### src/hw/rtl/length_prefixed_packet_deframer_assert.svh
// Assertion macros for the length-prefixed packet deframer.
`ifndef LENGTH_PREFIXED_PACKET_DEFRAMER_ASSERT_SVH
`define LENGTH_PREFIXED_PACKET_DEFRAMER_ASSERT_SVH

// Same-cycle implication, disabled while reset is asserted.
`define LPPD_ASSERT_NOW(label, clk, rst_n, ante, cons) \
    label: assert property (@(posedge clk) disable iff (!(rst_n)) (ante) |-> (cons)) \
        else $error("deframer assertion failed");

// Next-cycle implication, disabled while reset is asserted.
`define LPPD_ASSERT_NEXT(label, clk, rst_n, ante, cons) \
    label: assert property (@(posedge clk) disable iff (!(rst_n)) (ante) |=> (cons)) \
        else $error("deframer assertion failed");

`endif

### src/hw/rtl/lppd_pkg.sv
// Shared types and constants of the length-prefixed packet deframer.
package lppd_pkg;

    localparam int unsigned COUNT_WIDTH = 16;

    localparam logic [3:0]  HDR_BYTES = 4'd12;
    localparam logic [15:0] HDR_LEN   = 16'd12;
    localparam logic [15:0] MAX_LEN_RESET = 16'd4096;

    typedef enum logic [1:0] {
        EV_PAYLOAD = 2'd0,
        EV_EMPTY   = 2'd1,
        EV_BAD_LEN = 2'd2,
        EV_DUP     = 2'd3
    } t_event;

endpackage

### src/hw/rtl/lppd_if.sv
// Request channels of the deframer: received bytes in, events out.
interface lppd_byte_if import lppd_pkg::*; ();
    logic       valid;
    logic       ready;
    logic [7:0] rx_byte;

    modport source (output valid, output rx_byte, input ready);
    modport sink   (input valid, input rx_byte, output ready);
endinterface

interface lppd_evt_if import lppd_pkg::*; ();
    logic        valid;
    logic        ready;
    t_event      event_res;
    logic [7:0]  data_byte;
    logic [31:0] protocol_id;
    logic [31:0] seq_num;
    logic [15:0] payload_length;
    logic        last_of_packet;

    modport source (output valid, output event_res, output data_byte, output protocol_id,
                    output seq_num, output payload_length, output last_of_packet,
                    input ready);
    modport sink   (input valid, input event_res, input data_byte, input protocol_id,
                    input seq_num, input payload_length, input last_of_packet,
                    output ready);
endinterface

### src/hw/rtl/length_prefixed_packet_deframer.sv
// Top level: length-prefixed packet deframer with rejection of duplicate or older packet numbers.
//
//  channel   dir  payload                                           
//  i_rx      in   rx_byte                                           
//  o_evt     out  event_res data_byte protocol_id seq_num           
//                 payload_length last_of_packet                      
//  cfg       in   i_cfg_we / i_cfg_wdata = max_frame_length          
//
// One byte per cycle while o_evt is not stalled; a byte's parse step and any result land in the
// output register in the cycle it is accepted, so a result is visible in the cycle after its byte.
// The path is set by the 32-bit packet number compare on the last header byte.
// Synchronous active-low reset clears the header index, duplicate flag, last number and output valid.
// i_rx stalls only while o_evt holds a result that is not taken.
`include "length_prefixed_packet_deframer_assert.svh"

module length_prefixed_packet_deframer import lppd_pkg::*; (
    input  logic            i_clk,
    input  logic            i_rst_n,
    input  logic            i_cfg_we,
    input  logic [15:0]     i_cfg_wdata,
    lppd_byte_if.sink       i_rx,
    lppd_evt_if.source      o_evt
);

    logic [15:0]            r_max_len;
    logic [3:0]             r_hdr_idx,  n_hdr_idx;
    logic [23:0]            r_len,      n_len;
    logic [31:0]            r_num,      n_num;
    logic [31:0]            r_proto,    n_proto;
    logic [15:0]            r_plen,     n_plen;
    logic [COUNT_WIDTH-1:0] r_left,     n_left;
    logic [31:0]            r_last_num, n_last_num;
    logic                   r_dup,      n_dup;

    logic                   r_out_valid;
    t_event                 r_ev,       n_ev;
    logic [7:0]             r_data,     n_data;
    logic [31:0]            r_out_proto, n_out_proto;
    logic [31:0]            r_out_num,  n_out_num;
    logic [15:0]            r_out_plen, n_out_plen;
    logic                   r_out_last, n_out_last;
    logic                   n_res;

    logic                   acc;
    logic [7:0]             b;
    logic [15:0]            len16;
    logic [31:0]            proto_full;
    logic [COUNT_WIDTH-1:0] left_m1;
    logic                   bad_len;

    assign i_rx.ready = !r_out_valid || o_evt.ready;
    assign acc        = i_rx.valid && i_rx.ready;
    assign b          = i_rx.rx_byte;
    assign len16      = r_len[15:0];

    always_comb begin
        n_hdr_idx   = r_hdr_idx;
        n_len       = r_len;
        n_num       = r_num;
        n_proto     = r_proto;
        n_plen      = r_plen;
        n_left      = r_left;
        n_last_num  = r_last_num;
        n_dup       = r_dup;
        n_res       = 1'b0;
        n_ev        = EV_PAYLOAD;
        n_data      = 8'd0;
        n_out_proto = 32'd0;
        n_out_num   = 32'd0;
        n_out_plen  = 16'd0;
        n_out_last  = 1'b0;
        proto_full  = {b, r_proto[31:8]};
        left_m1     = r_left - COUNT_WIDTH'(1);
        bad_len     = (b != 8'd0) || (r_len[23:16] != 8'd0) || (len16 < HDR_LEN)
                      || (len16 > r_max_len);

        if (r_hdr_idx != HDR_BYTES) begin
            n_hdr_idx = r_hdr_idx + 4'd1;
            unique case (r_hdr_idx[3:2])
                2'd0: begin
                    // bytes shift in from the top; on byte 3 the length is checked and bytes 2 and 3 must be zero
                    n_len = {b, r_len[23:8]};
                    if (r_hdr_idx[1:0] == 2'd3) begin
                        if (bad_len) begin
                            n_hdr_idx = 4'd0;
                            n_res     = 1'b1;
                            n_ev      = EV_BAD_LEN;
                        end
                        n_plen = len16 - HDR_LEN;
                    end
                end
                2'd1: begin
                    n_num = {b, r_num[31:8]};
                end
                default: begin
                    n_proto = proto_full;
                    if (r_hdr_idx[1:0] == 2'd3) begin
                        n_left = COUNT_WIDTH'(r_plen);
                        n_dup  = (r_num <= r_last_num);
                        if (n_left == '0) begin
                            n_hdr_idx = 4'd0;
                        end
                        n_out_proto = proto_full;
                        n_out_num   = r_num;
                        n_out_plen  = r_plen;
                        if (n_dup) begin
                            n_res = 1'b1;
                            n_ev  = EV_DUP;
                        end else begin
                            n_last_num = r_num;
                            if (n_left == '0) begin
                                n_res      = 1'b1;
                                n_ev       = EV_EMPTY;
                                n_out_last = 1'b1;
                            end
                        end
                    end
                end
            endcase
        end else begin
            n_left = left_m1;
            if (left_m1 == '0) begin
                n_hdr_idx = 4'd0;
            end
            if (!r_dup) begin
                n_res       = 1'b1;
                n_ev        = EV_PAYLOAD;
                n_data      = b;
                n_out_proto = r_proto;
                n_out_num   = r_num;
                n_out_plen  = r_plen;
                n_out_last  = (left_m1 == '0);
            end
        end
    end

    always_ff @(posedge i_clk) begin
        if (!i_rst_n) begin
            r_max_len   <= MAX_LEN_RESET;
            r_hdr_idx   <= 4'd0;
            r_last_num  <= 32'd0;
            r_dup       <= 1'b0;
            r_out_valid <= 1'b0;
        end else begin
            if (i_cfg_we) begin
                r_max_len <= i_cfg_wdata;
            end
            if (acc) begin
                r_hdr_idx  <= n_hdr_idx;
                r_last_num <= n_last_num;
                r_dup      <= n_dup;
            end
            if (acc && n_res) begin
                r_out_valid <= 1'b1;
            end else if (o_evt.ready) begin
                r_out_valid <= 1'b0;
            end
        end
    end

    always_ff @(posedge i_clk) begin
        if (acc) begin
            r_len   <= n_len;
            r_num   <= n_num;
            r_proto <= n_proto;
            r_plen  <= n_plen;
            r_left  <= n_left;
        end
        if (acc && n_res) begin
            r_ev        <= n_ev;
            r_data      <= n_data;
            r_out_proto <= n_out_proto;
            r_out_num   <= n_out_num;
            r_out_plen  <= n_out_plen;
            r_out_last  <= n_out_last;
        end
    end

    assign o_evt.valid          = r_out_valid;
    assign o_evt.event_res      = r_ev;
    assign o_evt.data_byte      = r_data;
    assign o_evt.protocol_id    = r_out_proto;
    assign o_evt.seq_num        = r_out_num;
    assign o_evt.payload_length = r_out_plen;
    assign o_evt.last_of_packet = r_out_last;

    `LPPD_ASSERT_NOW(a_hdr_idx_range, i_clk, i_rst_n, 1'b1, r_hdr_idx <= HDR_BYTES)
    `LPPD_ASSERT_NOW(a_bad_len_clean, i_clk, i_rst_n, r_out_valid && r_ev == EV_BAD_LEN,
        r_out_proto == 32'd0 && r_out_num == 32'd0 && !r_out_last)
    `LPPD_ASSERT_NOW(a_empty_is_last, i_clk, i_rst_n, r_out_valid && r_ev == EV_EMPTY,
        r_out_last && r_out_plen == 16'd0)
    `LPPD_ASSERT_NEXT(a_payload_end, i_clk, i_rst_n,
        acc && r_hdr_idx == HDR_BYTES && r_left == COUNT_WIDTH'(1), r_hdr_idx == 4'd0)

endmodule
### src/flat_wrapper.sv
// flat-port wrapper written by rule: the top's interface ports become plain ports
module length_prefixed_packet_deframer_flat import lppd_pkg::*;
  (i_clk, i_rst_n, i_cfg_we, i_cfg_wdata, i_rx_valid, i_rx_rx_byte, i_rx_ready, o_evt_valid, o_evt_event_res, o_evt_data_byte, o_evt_protocol_id, o_evt_seq_num, o_evt_payload_length, o_evt_last_of_packet, o_evt_ready);
  lppd_byte_if i_rx_i ();
  lppd_evt_if o_evt_i ();
  input  logic i_clk;
  input  logic i_rst_n;
  input  logic i_cfg_we;
  input  logic [15:0] i_cfg_wdata;
  input wire logic [$bits(i_rx_i.valid)-1:0] i_rx_valid;
  input wire logic [$bits(i_rx_i.rx_byte)-1:0] i_rx_rx_byte;
  output wire logic [$bits(i_rx_i.ready)-1:0] i_rx_ready;
  output wire logic [$bits(o_evt_i.valid)-1:0] o_evt_valid;
  output wire logic [$bits(o_evt_i.event_res)-1:0] o_evt_event_res;
  output wire logic [$bits(o_evt_i.data_byte)-1:0] o_evt_data_byte;
  output wire logic [$bits(o_evt_i.protocol_id)-1:0] o_evt_protocol_id;
  output wire logic [$bits(o_evt_i.seq_num)-1:0] o_evt_seq_num;
  output wire logic [$bits(o_evt_i.payload_length)-1:0] o_evt_payload_length;
  output wire logic [$bits(o_evt_i.last_of_packet)-1:0] o_evt_last_of_packet;
  input wire logic [$bits(o_evt_i.ready)-1:0] o_evt_ready;
  assign i_rx_i.valid = i_rx_valid;
  assign i_rx_i.rx_byte = i_rx_rx_byte;
  assign i_rx_ready = i_rx_i.ready;
  assign o_evt_valid = o_evt_i.valid;
  assign o_evt_event_res = o_evt_i.event_res;
  assign o_evt_data_byte = o_evt_i.data_byte;
  assign o_evt_protocol_id = o_evt_i.protocol_id;
  assign o_evt_seq_num = o_evt_i.seq_num;
  assign o_evt_payload_length = o_evt_i.payload_length;
  assign o_evt_last_of_packet = o_evt_i.last_of_packet;
  assign o_evt_i.ready = o_evt_ready;
  length_prefixed_packet_deframer u_core (.i_clk(i_clk), .i_rst_n(i_rst_n), .i_cfg_we(i_cfg_we), .i_cfg_wdata(i_cfg_wdata), .i_rx(i_rx_i), .o_evt(o_evt_i));
endmodule
### config.mk
export PLATFORM = sky130hd
export DESIGN_NAME = length_prefixed_packet_deframer_flat
export DESIGN_NICKNAME = d
export VERILOG_FILES = /design/src/hw/rtl/lppd_pkg.sv /design/src/hw/rtl/lppd_if.sv /design/src/hw/rtl/length_prefixed_packet_deframer.sv /design/src/flat_wrapper.sv
export VERILOG_INCLUDE_DIRS = /design/src /design/src/hw/rtl
export SDC_FILE = /design/constraint.sdc
export NUM_CORES = 1
export LEC_CHECK = 0
export ABC_AREA = 1
export BUFFER_PORTS_ARGS = -buffer_cell sky130_fd_sc_hd__buf_4
export CAP_MARGIN = 20
export CORE_ASPECT_RATIO = 0.6
export CORE_MARGIN = 1
export CORE_UTILIZATION = 25
export CTS_BUF_LIST = sky130_fd_sc_hd__clkbuf_2 sky130_fd_sc_hd__clkbuf_4 sky130_fd_sc_hd__clkbuf_8
export CTS_CLUSTER_DIAMETER = 80
export DETAILED_ROUTE_END_ITERATION = 16
export PLACE_DENSITY = 0.47
export SYNTH_ARGS = -nofsm -noshare
export SYNTH_HDL_FRONTEND = slang
export SYNTH_SLANG_ARGS = --single-unit
### constraint.sdc
create_clock -name i_clk -period 4.4 [get_ports i_clk]
set_input_delay 0.66 -clock i_clk [delete_from_list [all_inputs] [get_ports i_clk]]
set_output_delay 0.66 -clock i_clk [all_outputs]
set_load 0.01 [all_outputs]
# After elaboration in Yosys (flattened, before gate mapping)
# Cells that the tools add are included.
dict set report word_totals {
  reg_bits 265
  inputBits 29
  output_inout_bits 93
  elab_cells 96
}
dict set report op_classes {
  add_sub_neg 3
  magnitude_cmp 3
  n_eq_ne 5
  n_mux 43
  bitwise_logic 2
  n_reduce_logical 24
}
# operator count
set op_table {}
lappend op_table {{$mux W32} 8}
lappend op_table {{$mux W16} 7}
lappend op_table {{$le A32 B32 Y1} 1}
lappend op_table {{$logic_not A16 Y1} 2}
lappend op_table {{$mux W4} 6}
lappend op_table {{$gt A16 B16 Y1} 1}
lappend op_table {{$lt A16 B4 Y1 const B} 1}
lappend op_table {{$reduce_bool A8 Y1} 2}
lappend op_table {{$sub A16 B1 Y16 const B} 1}
lappend op_table {{$sub A16 B4 Y16 const B} 1}
lappend op_table {{$mux W1} 15}
lappend op_table {{$reduce_and A3 Y1} 4}
lappend op_table {{$mux W2} 4}
lappend op_table {{$pmux W4 S2} 1}
lappend op_table {{$reduce_and A4 Y1} 2}
lappend op_table {{$reduce_and A5 Y1} 1}
lappend op_table {{$add A4 B1 Y4 const B} 1}
lappend op_table {{$logic_or A1 B1 Y1} 4}
lappend op_table {{$ne A2 B2 Y1 const B} 2}
lappend op_table {{$ne A4 B4 Y1 const B} 1}
lappend op_table {{$pmux W2 S2} 1}
lappend op_table {{$reduce_bool A2 Y1} 2}
lappend op_table {{$reduce_or A2 Y1} 2}
lappend op_table {{$eq A2 B1 Y1 const B} 1}
lappend op_table {{7 further kinds} 9}

# Depth between registers and ports, before layout
# Gate-level depths: netlist (run 1).
dict set report depth {
  depth_word 10
  mapped_depth 19
  depth_no_buf 19
}

# Worst setup path before layout (run 1)
# No wires, ideal clock.
dict set report synth_path {
  path_type {register to register}
  start {register u_core.r_len[2]}
  end {register u_core.r_data[0], in the netlist u_core.o_evt.data_byte[0], enable pin}
  setup_ps 445
  t_arrival_ps 3336
  required_time_ps 3955
  path_slack_ps 619
  stages_incl_launch_ff 12
  n_path_buf 0
  synth_period_minus_slack_ps 3781
  cell_sequence {edfxtp_1 > ha_1 > or2_2 > nor4_4 > a21oi_1 > nand3_1 > nand2_1 > inv_1 > nand2_1 > nand2_1 > nand2_1 > inv_1}
}
dict set report synth_via {
  elab_chain_len 8
  word_cells_on_any_way 9
  classes_between {order compare: 2; mux: 4; reduce/logical: 3}
}
# item line
set synth_rtl {}
lappend synth_rtl {{start, declared} length_prefixed_packet_deframer.sv:27} ;# logic [23:0] r_len, n_len;
lappend synth_rtl {{start signal, assigned} length_prefixed_packet_deframer.sv:163} ;# r_len <= n_len;
lappend synth_rtl {{$lt A16 B4 Y1} length_prefixed_packet_deframer.sv:74} ;# bad_len = (b != 8'd0) || (r_len[23:16] != 8'd0) || (len16 < HDR_LEN)
lappend synth_rtl {{$logic_or A1 B1 Y1} length_prefixed_packet_deframer.sv:74}
lappend synth_rtl {{$logic_or A1 B1 Y1 *} length_prefixed_packet_deframer.sv:75} ;# || (len16 > r_max_len);
lappend synth_rtl {{$mux W1 *} length_prefixed_packet_deframer.sv:84} ;# if (bad_len) begin
lappend synth_rtl {{$mux W1 *} length_prefixed_packet_deframer.sv:83} ;# if (r_hdr_idx[1:0] == 2'd3) begin
lappend synth_rtl {{$pmux W1 S2 *} length_prefixed_packet_deframer.sv:79} ;# unique case (r_hdr_idx[3:2])
lappend synth_rtl {{$mux W1 *} length_prefixed_packet_deframer.sv:77} ;# if (r_hdr_idx != HDR_BYTES) begin
lappend synth_rtl {{$logic_and A1 B1 Y1 *} length_prefixed_packet_deframer.sv:169} ;# if (acc && n_res) begin
lappend synth_rtl {{end signal, assigned} length_prefixed_packet_deframer.sv:171} ;# r_data <= n_data;
lappend synth_rtl {{end, declared} length_prefixed_packet_deframer.sv:37} ;# logic [7:0] r_data, n_data;
# Every way passes the cells marked *; elsewhere a longest branch is shown, timed or not.
# A chain may end at the register's enable or synchronous reset.

# Final worst setup path (run 1)
dict set report layout_path {
  start {register u_core.r_hdr_idx[1]}
  end {register u_core.r_out_num[9], in the netlist u_core.o_evt.seq_num[9], enable pin}
}
dict set report layout_via {
  elab_chain_len 5
  word_cells_on_any_way 7
  classes_between {eq/ne: 2; mux: 4; reduce/logical: 1}
}
# item line
set layout_rtl {}
lappend layout_rtl {{start, declared} length_prefixed_packet_deframer.sv:26} ;# logic [3:0] r_hdr_idx, n_hdr_idx;
lappend layout_rtl {{start signal, assigned} length_prefixed_packet_deframer.sv:149} ;# r_hdr_idx <= n_hdr_idx;
lappend layout_rtl {{$eq A2 B2 Y1} {length_prefixed_packet_deframer.sv:83, length_prefixed_packet_deframer.sv:97}}
lappend layout_rtl {{$mux W1, on equally long branches} {length_prefixed_packet_deframer.sv:97, length_prefixed_packet_deframer.sv:83}}
lappend layout_rtl {{$pmux W1 S2} length_prefixed_packet_deframer.sv:79}
lappend layout_rtl {{$mux W1 *} length_prefixed_packet_deframer.sv:77}
lappend layout_rtl {{$logic_and A1 B1 Y1 *} length_prefixed_packet_deframer.sv:169}
lappend layout_rtl {{end signal, assigned} length_prefixed_packet_deframer.sv:173} ;# r_out_num <= n_out_num;
lappend layout_rtl {{end, declared} length_prefixed_packet_deframer.sv:39} ;# logic [31:0] r_out_num, n_out_num;
# Marks and branches as above.

==> metrics.txt, run 1 <==
Post-Synth Adder-Cell Area 5.78%; initial core utilization between 20% and 30%; TritonCTS clock tree built; Psw between 1 and 1.5 mW; Iteration-0 DRC Markers around 480; status completed; First-pass DRT Iterations 5; Seq cells post-synth 265; postcts setup bufs 0; Rows 60; logic gate share of total power 3.5%; fin crit period between 3000 and 4000 ps; CP max-delay cell inv_4; # setup viols final 0; Clock power frac between 40% and 50%; via count ~7700; diode count 0; post-synthesis simple-gate area fraction 12.1%; top cells by instance count after synthesis edfxtp_1 (211), inv_1 (176), nand2_1 (135), nor2_1 (100), a21oi_1 (77); worst-path fanout max 41; Critical Path, Cell by Cell ha_1, nand2_1, a21oi_1, inv_2, nand2_1, nand2_1, inv_1, nand2_1, nand2_1, nand2_1, inv_4, buf_12; switching share of power 22.6%; largest family of logic cells by synthesized area simple AND/OR/NAND/NOR gates; Sequential Power Share 54.3%; f_max 324 MHz; crit-path max cell delay 470 ps; clock buffer depth 3; type of element capturing the critical path register; Async S/R FF share, synth 0%; Final Hold Viols 0; # Max-Cap Violations 0; # nets final approximately 1300; cell taking the most area after synthesis edfxtp_1; P_leak 5.50 nW; most common cell in the netlist edfxtp_1; Power per Cell Area 364 mW/mm^2; average cell area after synthesis 11.0 um^2; Slew Limit Fails 0; Worst-Skew Late Latency between 500 and 600 ps; GRT Total Usage 12.0%; die width 279 um; vias in the first global route 7416; CTS Buf Count 43; slew margin rel. approximately a third; top cells by area, synth edfxtp_1 (55%), dfxtp_1 (9.4%), ha_1 (5.8%); hold depth 1; post-synthesis mux area share 0%; DRT Wirelength around 29 mm; first-pass GRT wire length roughly 43 mm; YS warnings 0; placer congestion estimate 0.844; Pint 3.92 mW; Worst-Margin Slew 1010 ps; WL/cell between 15 and 20 um; core area 0.0450 mm^2; final worst slack 1320 ps; Synth Cell Area 0.0115 mm^2; CP Data Required Time 4650 ps; initial antenna violation count 0; number of gates resized after cts 0; Post-Synth XOR/XNOR Area 1.68%; Worst-path clk slew 60 ps; Post-Place Worst Slack 1340 ps; ys flop type edfxtp_1; # H-tree levels 2; setup TNS 0 ps; Netlist cell types 34; crit path kind reg -> reg; RSZ-0062 raised after global routing false; Gate Count Post-Synth about 1000; EDFF count, synth 211; Post-route DRC 0; total gr overflow 0; die area 0.0468 mm^2; largest net degree at the start of global routing 65; clock sink count about 270; Port Buffers about 120; Synth top area share 55.2%; Net Count, Synth between 1000 and 1500; CP most frequent cell nand2_1; root buffer selected by CTS clkbuf_8; fin crit share 70.0%; skew final 25.4 ps; layout cells sized above 1 20.2%; crit path launch type register; Routed Antenna Nets 0; die extent in y approximately 170 um; Hold Path Class in -> reg; I/O pin total 122; Fin Hold WS 334 ps; Arr. time, crit path between 3000 and 4000 ps; routed vias/inst around 4.2; r2r worst-path depth 12; fill cell count 4669; Syn-to-layout area delta 21.2%; Synth Area in Compound Gates 8.44%; hold_buf cts 0; HPWL after detailed placement 20.4 mm; Seq/Total Area, Yosys roughly 65%; peak supply drop 162 uV
==> flip-flops by register name (all words and copies together), names as in the netlist, 8 cells and up <==
signal                       cells
u_core.o_evt.seq_num            32
u_core.r_plen                   16
u_core.o_evt.protocol_id        32
u_core.r_len                    24
u_core.r_last_num               32
u_core.r_num                    32
u_core.r_left                   16
u_core.o_evt.data_byte           8
u_core.r_proto                  32
u_core.r_max_len                16
u_core.o_evt.payload_length     16
==> path summary, 6_finish.rpt <==
| kind | start | end | slack [ps] |
|---|---|---|---|
| max | u_core.r_hdr_idx[1]$_SDFFE_PN0P_ | u_core.o_evt.seq_num[9]$_DFFE_PP_ | 1320 |
| min | i_rx_rx_byte[6] | u_core.r_num[30]$_DFFE_PP_ | 330 |
| max reg2reg | u_core.r_hdr_idx[1]$_SDFFE_PN0P_ | u_core.o_evt.seq_num[9]$_DFFE_PP_ | 1320 |
| min reg2reg | u_core.r_proto[25]$_DFFE_PP_ | u_core.r_proto[17]$_DFFE_PP_ | 450 |
==> worst max-delay path: cells and delay by family, from the launching register on <==
kind / cells / cell delay [ps]
AOI/OAI and AO/OA: 1 / 360
adders and majority gates: 1 / 310
buffers and inverters: 4 / 1130
DFF: 1 / 380
and+or+nand+nor: 6 / 560
==> power groups by stage <==
stage | clock network (mW) | registers (mW) | logic, mW
4_1_cts | 2.21 | 2.75 | 0.182
2_1_floorplan | 0 | 2.80 | 0.0996
6_report | 2.14 | 2.75 | 0.178
5_1_grt | 2.32 | 2.75 | 0.204
3_5_place_dp | 0 | 2.80 | 0.181
3_3_place_gp | 0 | 2.80 | 0.179
==> per-stage QoR <==
stage	area (um^2)	cells	utilization (%)	total power, mW
after floorplan	11500	1043	-	2.89
after global placement	13100	1733	29.0	2.98
after detailed placement	13100	1733	29.0	2.98
after CTS	13900	1812	30.9	5.14
after global routing	13900	1812	30.9	5.28
final	13900	1812	30.9	5.06
==> cell families after synthesis <==
group,after synthesis
XOR/XNOR,22
adder cells (fa/ha/maj),53
flip-flops,265
AND/OR/NAND/NOR,309
AO/OA/AOI/OAI,185
buffers and inverters,209
==> per-layer routing <==
metal	vias to the layer above	track usage, %	wire length, um
met4	0	2.96	480
met2	196	17.3	12000
met5	-	0	0
li1	3792	-	-
met3	40	3.39	1740
met1	3622	17.6	14500
==> area by class of cell <==
| cell class | count | area, um^2 | share of cell area, % |
|---|---|---|---|
| clock buffer | 65 | 769 | 5.53 |
| clock inverter | 14 | 78.8 | 0.567 |
| inverter | 181 | 682 | 4.90 |
| multi-input combinational | 569 | 3230 | 23.2 |
| sequential | 265 | 7420 | 53.3 |
| tap | 589 | 737 | 5.30 |
| timing repair buffer | 129 | 993 | 7.14 |
==> cell usage in the layout (no fill, tap or decap), types with 25 or more instances in the layout <==
| cell type | instances |
|---|---|
| ha_1 | 53 |
| nor2_1 | 97 |
| buf_4 | 127 |
| edfxtp_1 | 211 |
| nand2_1 | 135 |
| a21oi_1 | 76 |
| nor2_2 | 25 |
| o21ai_0 | 67 |
| dfxtp_1 | 54 |
| inv_1 | 175 |
| clkbuf_8 | 45 |
Note: power is estimated with default switching activity, not from simulation.
==> run 2: changes to the inputs <==
PLACE_DENSITY = 0.48   (was 0.47)
clock period = 2.6 ns   (was 4.4 ns; I/O delays follow)
==> run 2 against run 1 <==
  * Critical path depth grew 2
  * Wire length increased by 3.9%
  * Die area did not move
  * Non-clock buffer count rose by 52
  * Register-to-register slack worse by 1200 ps
  * Worst setup slack got worse by 1200 ps
  * Final cell count rose by 3.0%
  * Clock skew is 19 ps higher
  * Final area grew 5.1%
  * Sequential cell count did not move
  * Core utilization up 1.6 points
  * Worst hold slack got worse by 290 ps
==> metrics.txt, run 2 (synthesis gave the netlist of run 1 again) <==
Power per Cell Area 616 mW/mm^2 (was 364 mW/mm^2); crit-path max cell delay 460 ps (was 470 ps); Iteration-0 DRC Markers 452 (was 481); Slew Limit Fails 0 (unchanged); die width 279 um (unchanged); slew margin rel. 49.0% (was 32.5%); hold depth 1 (unchanged); crit path launch type register (unchanged); fill cell count 4613 (was 4669); I/O pin total 122 (unchanged); RSZ-0062 raised after global routing true (was false); r2r worst-path depth 14 (was 12); initial antenna violation count 0 (unchanged); Worst-path clk slew 70 ps (was 60 ps); f_max 396 MHz (was 324 MHz); CTS Buf Count 44 (was 43); commonest non-fill, non-tap cell in the layout edfxtp_1 (unchanged); skew final 44.4 ps (was 25.4 ps); CP Data Required Time 2930 ps (was 4650 ps); CP max-delay cell edfxtp_1 (was inv_4); layout cells sized above 1 23.8% (was 20.2%); vias in the first global route 7629 (was 7416); overall power 9.00 mW (was 5.06 mW); Critical R2R Launch u_core.r_num[27]$_DFFE_PP_ (was u_core.r_hdr_idx[1]$_SDFFE_PN0P_); core area 0.0450 mm^2 (unchanged); Port Buffers 121 (unchanged); First-pass DRT Iterations 5 (unchanged); Worst-Margin Slew 764 ps (was 1010 ps); Reg-to-Reg End u_core.o_evt.last_of_packet$_DFFE_PP_ (was u_core.o_evt.seq_num[9]$_DFFE_PP_); Worst-Skew Late Latency 580 ps (was 570 ps); total gr overflow 0 (unchanged); FF/Latch Area 0.00742 mm^2 (unchanged); # H-tree levels 2 (unchanged); Syn-to-layout area delta 27.4% (was 21.2%); type of element capturing the critical path register (unchanged); # Max-Cap Violations 0 (unchanged); Multi-input gate area 0.00331 mm^2 (was 0.00323 mm^2); clock buffer depth 3 (unchanged); WL/cell 16.0 um (was 15.8 um); crit path kind reg -> reg (unchanged); Hold Path Class in -> reg (unchanged); clock sink count 265 (unchanged); r2r setup slk 80 ps (was 1320 ps); via count 7833 (was 7650); Post-Place Worst Slack 9.72 ps (was 1340 ps); status completed (unchanged); largest net degree at the start of global routing 65 (unchanged); initial core utilization 25.5% (unchanged); die area 0.0468 mm^2 (unchanged); # nets final 1324 (was 1271); worst-path fanout max 14 (was 41); # setup viols final 0 (unchanged); Final Hold Viols 0 (unchanged); Hold Crit Endpoint u_core.r_proto[31]$_DFFE_PP_ (was u_core.r_num[30]$_DFFE_PP_); CP most frequent cell nand2_2 (was nand2_1); fin crit share 97.1% (was 70.0%); first-pass GRT wire length 45.2 mm (was 43.1 mm); fin crit period 2520 ps (was 3080 ps); most frequent cells in the layout edfxtp_1 (211), inv_1 (175), buf_4 (164) (was edfxtp_1 (211), inv_1 (175), nand2_1 (135)); placer congestion estimate 0.796 (was 0.844); root buffer selected by CTS clkbuf_8 (unchanged); DRT Wirelength 29.8 mm (was 28.7 mm); final worst slack 76.5 ps (was 1320 ps); Fin Hold WS 46.8 ps (was 334 ps); GRT Total Usage 12.6% (was 12.0%); P_leak 5.82 nW (was 5.50 nW); Critical Path, Cell by Cell ha_4, nand2_2, nor2_2, nand2_2, nor4_4, nand2_1, nand2_2, nand4_1, nand2_1, nand2_1, nand2_2, clkinvlp_4, buf_12, clkbuf_16 (was ha_1, nand2_1, a21oi_1, inv_2, nand2_1, nand2_1, inv_1, nand2_1, nand2_1, nand2_1, inv_4, buf_12); routed vias/inst 4.20 (was 4.22); diode count 0 (unchanged); Post-route DRC 0 (unchanged); Routed Antenna Nets 0 (unchanged); Arr. time, crit path 2850 ps (was 3330 ps); die extent in y 168 um (unchanged); TritonCTS clock tree built (unchanged); Rows 60 (unchanged); Hold Startpoint i_rx_rx_byte[7] (was i_rx_rx_byte[6]); HPWL after detailed placement 20.9 mm (was 20.4 mm); peak supply drop 271 uV (was 162 uV)
-- run 2: cell count changes in the layout (fill, tap and decap cells not counted), moves of 3 or more --
cell,change
ha_4,+3
ha_1,-4
bufinv_16,+4
clkbuf_4,-7
dlygate4sd3_1,+8
nand2_2,+5
buf_4,+37
nand2_1,-6
buf_16,+3
-- run 2: report_power, final --
group	internal [mW]	total, mW	switching, mW
combinational	0.149	0.354	0.205
sequential	4.60	4.64	0.0348
clock	2.27	4.01	1.74
-- run 2: layout make-up --
class / count / area share, %
sequential: 265 / 50.7
multi-input combinational: 569 / 22.6
timing repair buffer: 181 / 10.4
clock buffer: 60 / 5.09
tap: 589 / 5.04
inverter: 181 / 4.67
clock inverter: 21 / 1.40
-- run 2: worst max path at each step --
stage | start | endpoint | slack, ps | cells past startpoint
after global routing | u_core.r_num[31]$_DFFE_PP_ | u_core.o_evt.seq_num[27]$_DFFE_PP_ | -70 | 13
final | u_core.r_num[27]$_DFFE_PP_ | u_core.o_evt.last_of_packet$_DFFE_PP_ | 80 | 14
after detailed placement | u_core.r_num[27]$_DFFE_PP_ | u_core.o_evt.seq_num[21]$_DFFE_PP_ | 10 | 13
after floorplan | u_core.r_len[5]$_DFFE_PP_ | u_core.o_evt.data_byte[0]$_SDFFCE_PP0P_ | -660 | 15
after CTS | u_core.r_num[27]$_DFFE_PP_ | u_core.o_evt.payload_length[12]$_DFFE_PP_ | 20 | 14
after global placement | u_core.r_num[30]$_DFFE_PP_ | u_core.o_evt.seq_num[31]$_DFFE_PP_ | 40 | 13
-- run 2: critical path, delay by kind of cell (launching register included) --
family,cells,cell delay [ps]
adder cells (fa/ha/maj),1,310
buffers and inverters,3,480
flip-flops,1,460
AND/OR/NAND/NOR,10,1010
-- run 2: what timing repair did --
action / CTS / global route
setup buffers: 4 / 7
hold buffers: 8 / 0
endpoints found under the hold margin: 14 / 0
setup endpoints to repair: 36 / 92
cloned: 1 / 2
gates resized for setup: 1 / 18
-- run 2: per-layer routing --
metal  GRT usage, %  vias to the layer above  part of all wire [%]
met2           18.4                      154                    42
met3           3.14                       43                   4.9
met1           18.5                     3718                    51
met4           3.18                        0                   1.6
li1               -                     3918                     -
met5              0                        -                     0
-- run 2: through the flow --
step | area, um^2 | util (%) | TNS [ps] | instances
floorplan | 11500 | - | -59980 | 1043
global placement | 13300 | 29.6 | 0 | 1763
detailed placement | 13300 | 29.6 | 0 | 1763
CTS | 14400 | 32.0 | 0 | 1857
global route | 14600 | 32.5 | -3340 | 1866
finish | 14600 | 32.5 | 0 | 1866
==> run 3: changes to the inputs <==
--- a/constraint.sdc
+++ b/constraint.sdc
@@ -3,2 +3,2 @@
 set_output_delay 0.39 -clock i_clk [all_outputs]
-set_load 0.01 [all_outputs]
+set_load 0.05 [all_outputs]
==> run 3 against run 2 <==
  * First-iteration DRC count grew 1.8%
  * Register-to-register slack worse by 20 ps
  * Die area did not move
  * Sequential power is essentially flat
  * Via count is 0.18% higher
  * Final area grew 1.6%
  * Worst setup slack lost 24 ps
  * Combinational power increased by 17%
==> metrics.txt, run 3 (synthesis gave the netlist of run 1 again) <==
CP Data Required Time 2920 ps (was 2930 ps); I/O pin total 122 (unchanged); worst-path fanout max 6 (was 14); Worst-path clk slew 70 ps (about the same); setup TNS 0 ps (unchanged); f_max 393 MHz (was 396 MHz); Post-route DRC 0 (unchanged); # nets final 1336 (was 1324); r2r worst-path depth 14 (unchanged); Power per Cell Area 586 mW/mm^2 (was 616 mW/mm^2); r2r setup slk 50 ps (was 80 ps); DRT Wirelength 30.5 mm (was 29.8 mm); placer congestion estimate 0.832 (was 0.796); WL/cell 16.2 um (was 16.0 um); status completed (unchanged); Iteration-0 DRC Markers 460 (was 452); die width 279 um (unchanged); Final Hold Viols 0 (unchanged); hold depth 1 (unchanged); diode count 0 (unchanged); largest net degree at the start of global routing 49 (was 65); commonest non-fill, non-tap cell in the layout edfxtp_1 (unchanged); crit path launch type register (unchanged); Hold Crit Endpoint u_core.r_proto[29]$_DFFE_PP_ (was u_core.r_proto[31]$_DFFE_PP_); # Max-Cap Violations 0 (unchanged); die extent in y 168 um (unchanged); P_leak 5.90 nW (was 5.82 nW); Area after DPL 0.0134 mm^2 (was 0.0133 mm^2); initial antenna violation count 0 (unchanged); TritonCTS clock tree built (unchanged); Reg-to-Reg End u_core.o_evt.payload_length[4]$_DFFE_PP_ (was u_core.o_evt.last_of_packet$_DFFE_PP_); core area 0.0450 mm^2 (unchanged); Routed Antenna Nets 0 (unchanged); type of element capturing the critical path register (unchanged); layout cells sized above 1 26.0% (was 23.8%); # setup viols final 0 (unchanged); final instance area 0.0149 mm^2 (was 0.0146 mm^2); via count 7847 (was 7833); crit path kind reg -> reg (unchanged); Syn-to-layout area delta 29.5% (was 27.4%); most frequent cells in the layout edfxtp_1 (211), inv_1 (174), buf_4 (169) (was edfxtp_1 (211), inv_1 (175), buf_4 (164)); slew margin rel. 47.2% (was 49.0%); skew final 29.4 ps (was 44.4 ps); # H-tree levels 2 (unchanged); Hold Path Class in -> reg (unchanged); GRT Total Usage 12.4% (was 12.6%); clock buffer depth 3 (unchanged); routed vias/inst 4.18 (was 4.20); vias in the first global route 7622 (was 7629); Slew Limit Fails 0 (unchanged); First-pass DRT Iterations 5 (unchanged); fin crit period 2550 ps (was 2520 ps); RSZ-0062 raised after global routing true (unchanged); initial core utilization 25.5% (unchanged); fin crit share 98.0% (was 97.1%); peak supply drop 284 uV (was 271 uV); HPWL after detailed placement 21.1 mm (was 20.9 mm); Port Buffers 121 (unchanged); Worst-Margin Slew 792 ps (was 764 ps); Critical R2R Launch u_core.r_num[27]$_DFFE_PP_ (unchanged); Rows 60 (unchanged); total gr overflow 0 (unchanged); first-pass GRT wire length 44.6 mm (was 45.2 mm); clock sink count 265 (unchanged); Worst-Skew Late Latency 570 ps (was 580 ps); overall power 8.71 mW (was 9.00 mW); CTS Buf Count 43 (was 44); die area 0.0468 mm^2 (unchanged); Arr. time, crit path 2870 ps (was 2850 ps); Hold Startpoint i_rx_rx_byte[5] (was i_rx_rx_byte[7]); root buffer selected by CTS clkbuf_8 (unchanged)
-- run 3: per-stage QoR --
step | std cells | hold slack, ps | setup slack [ps] | util (%)
CTS | 1852 | 5.21 | 53.5 | 31.8
floorplan | 1043 | 426 | -659 | -
global route | 1877 | 3.16 | -55.3 | 33.0
finish | 1877 | 50.2 | 52.2 | 33.0
global placement | 1772 | 430 | 73.7 | 29.8
detailed placement | 1772 | 432 | 88.8 | 29.8
-- run 3: routing by layer --
layer	routed length [um]	track usage, %	share of wire, %	up-vias
met5	0	0	0	-
met4	494	2.84	1.6	0
met3	1610	3.05	5.3	43
met2	12700	18.2	42	176
met1	15600	18.4	51	3689
li1	-	-	-	3939
-- run 3: critical path, cell delays in order, from the launching register on --
cell and delay [ps]:
edfxtp_1 460, ha_4 310, nand2_2 40, nor2_1 120
nand2_2 100, nor4_4 220, nand2_1 110, nand2_2 80
nand4_1 100, nand2_1 90, nand2_1 60, nand2_2 80
clkinvlp_4 140, clkbuf_16 220, buf_16 160
-- run 3: worst max-delay path by stage --
| stage | start | to | slack, ps | depth (start not counted) |
|---|---|---|---|---|
| 2_1_floorplan | u_core.r_len[5]$_DFFE_PP_ | u_core.o_evt.data_byte[0]$_SDFFCE_PP0P_ | -660 | 15 |
| 3_3_place_gp | u_core.r_num[29]$_DFFE_PP_ | u_core.o_evt.seq_num[5]$_DFFE_PP_ | 70 | 12 |
| 3_5_place_dp | u_core.r_num[31]$_DFFE_PP_ | u_core.o_evt.seq_num[5]$_DFFE_PP_ | 90 | 12 |
| 4_1_cts | u_core.r_num[29]$_DFFE_PP_ | u_core.o_evt.payload_length[1]$_DFFE_PP_ | 50 | 12 |
| 5_1_grt | u_core.r_num[27]$_DFFE_PP_ | u_core.o_evt.payload_length[3]$_DFFE_PP_ | -60 | 14 |
| 6_report | u_core.r_num[27]$_DFFE_PP_ | u_core.o_evt.payload_length[4]$_DFFE_PP_ | 50 | 14 |
-- run 3: area by class of cell --
type / count / area (um^2)
Tap cell: 589 / 737
Clock inverter: 18 / 116
Clock buffer: 61 / 739
Timing Repair Buffer: 194 / 1760
Inverter: 181 / 683
Fill cell: 4557 / 30200
Sequential cell: 265 / 7420
Multi-Input combinational cell: 569 / 3400
-- run 3: repair_timing --
| item | 4_1_cts | 5_1_grt |
|---|---|---|
| endpoints found under the setup margin | 0 | 94 |
| resized for setup | 0 | 40 |
| hold buffers | 1 | 0 |
| hold endpoints to repair | 2 | 0 |
| setup buffers | 0 | 14 |
-- run 3: where the power goes --
group / leakage, nW / internal [mW] / switching [mW]
combinational: 3.07 / 0.163 / 0.250
clock: 0.450 / 1.95 / 1.71
sequential: 2.38 / 4.60 / 0.0366
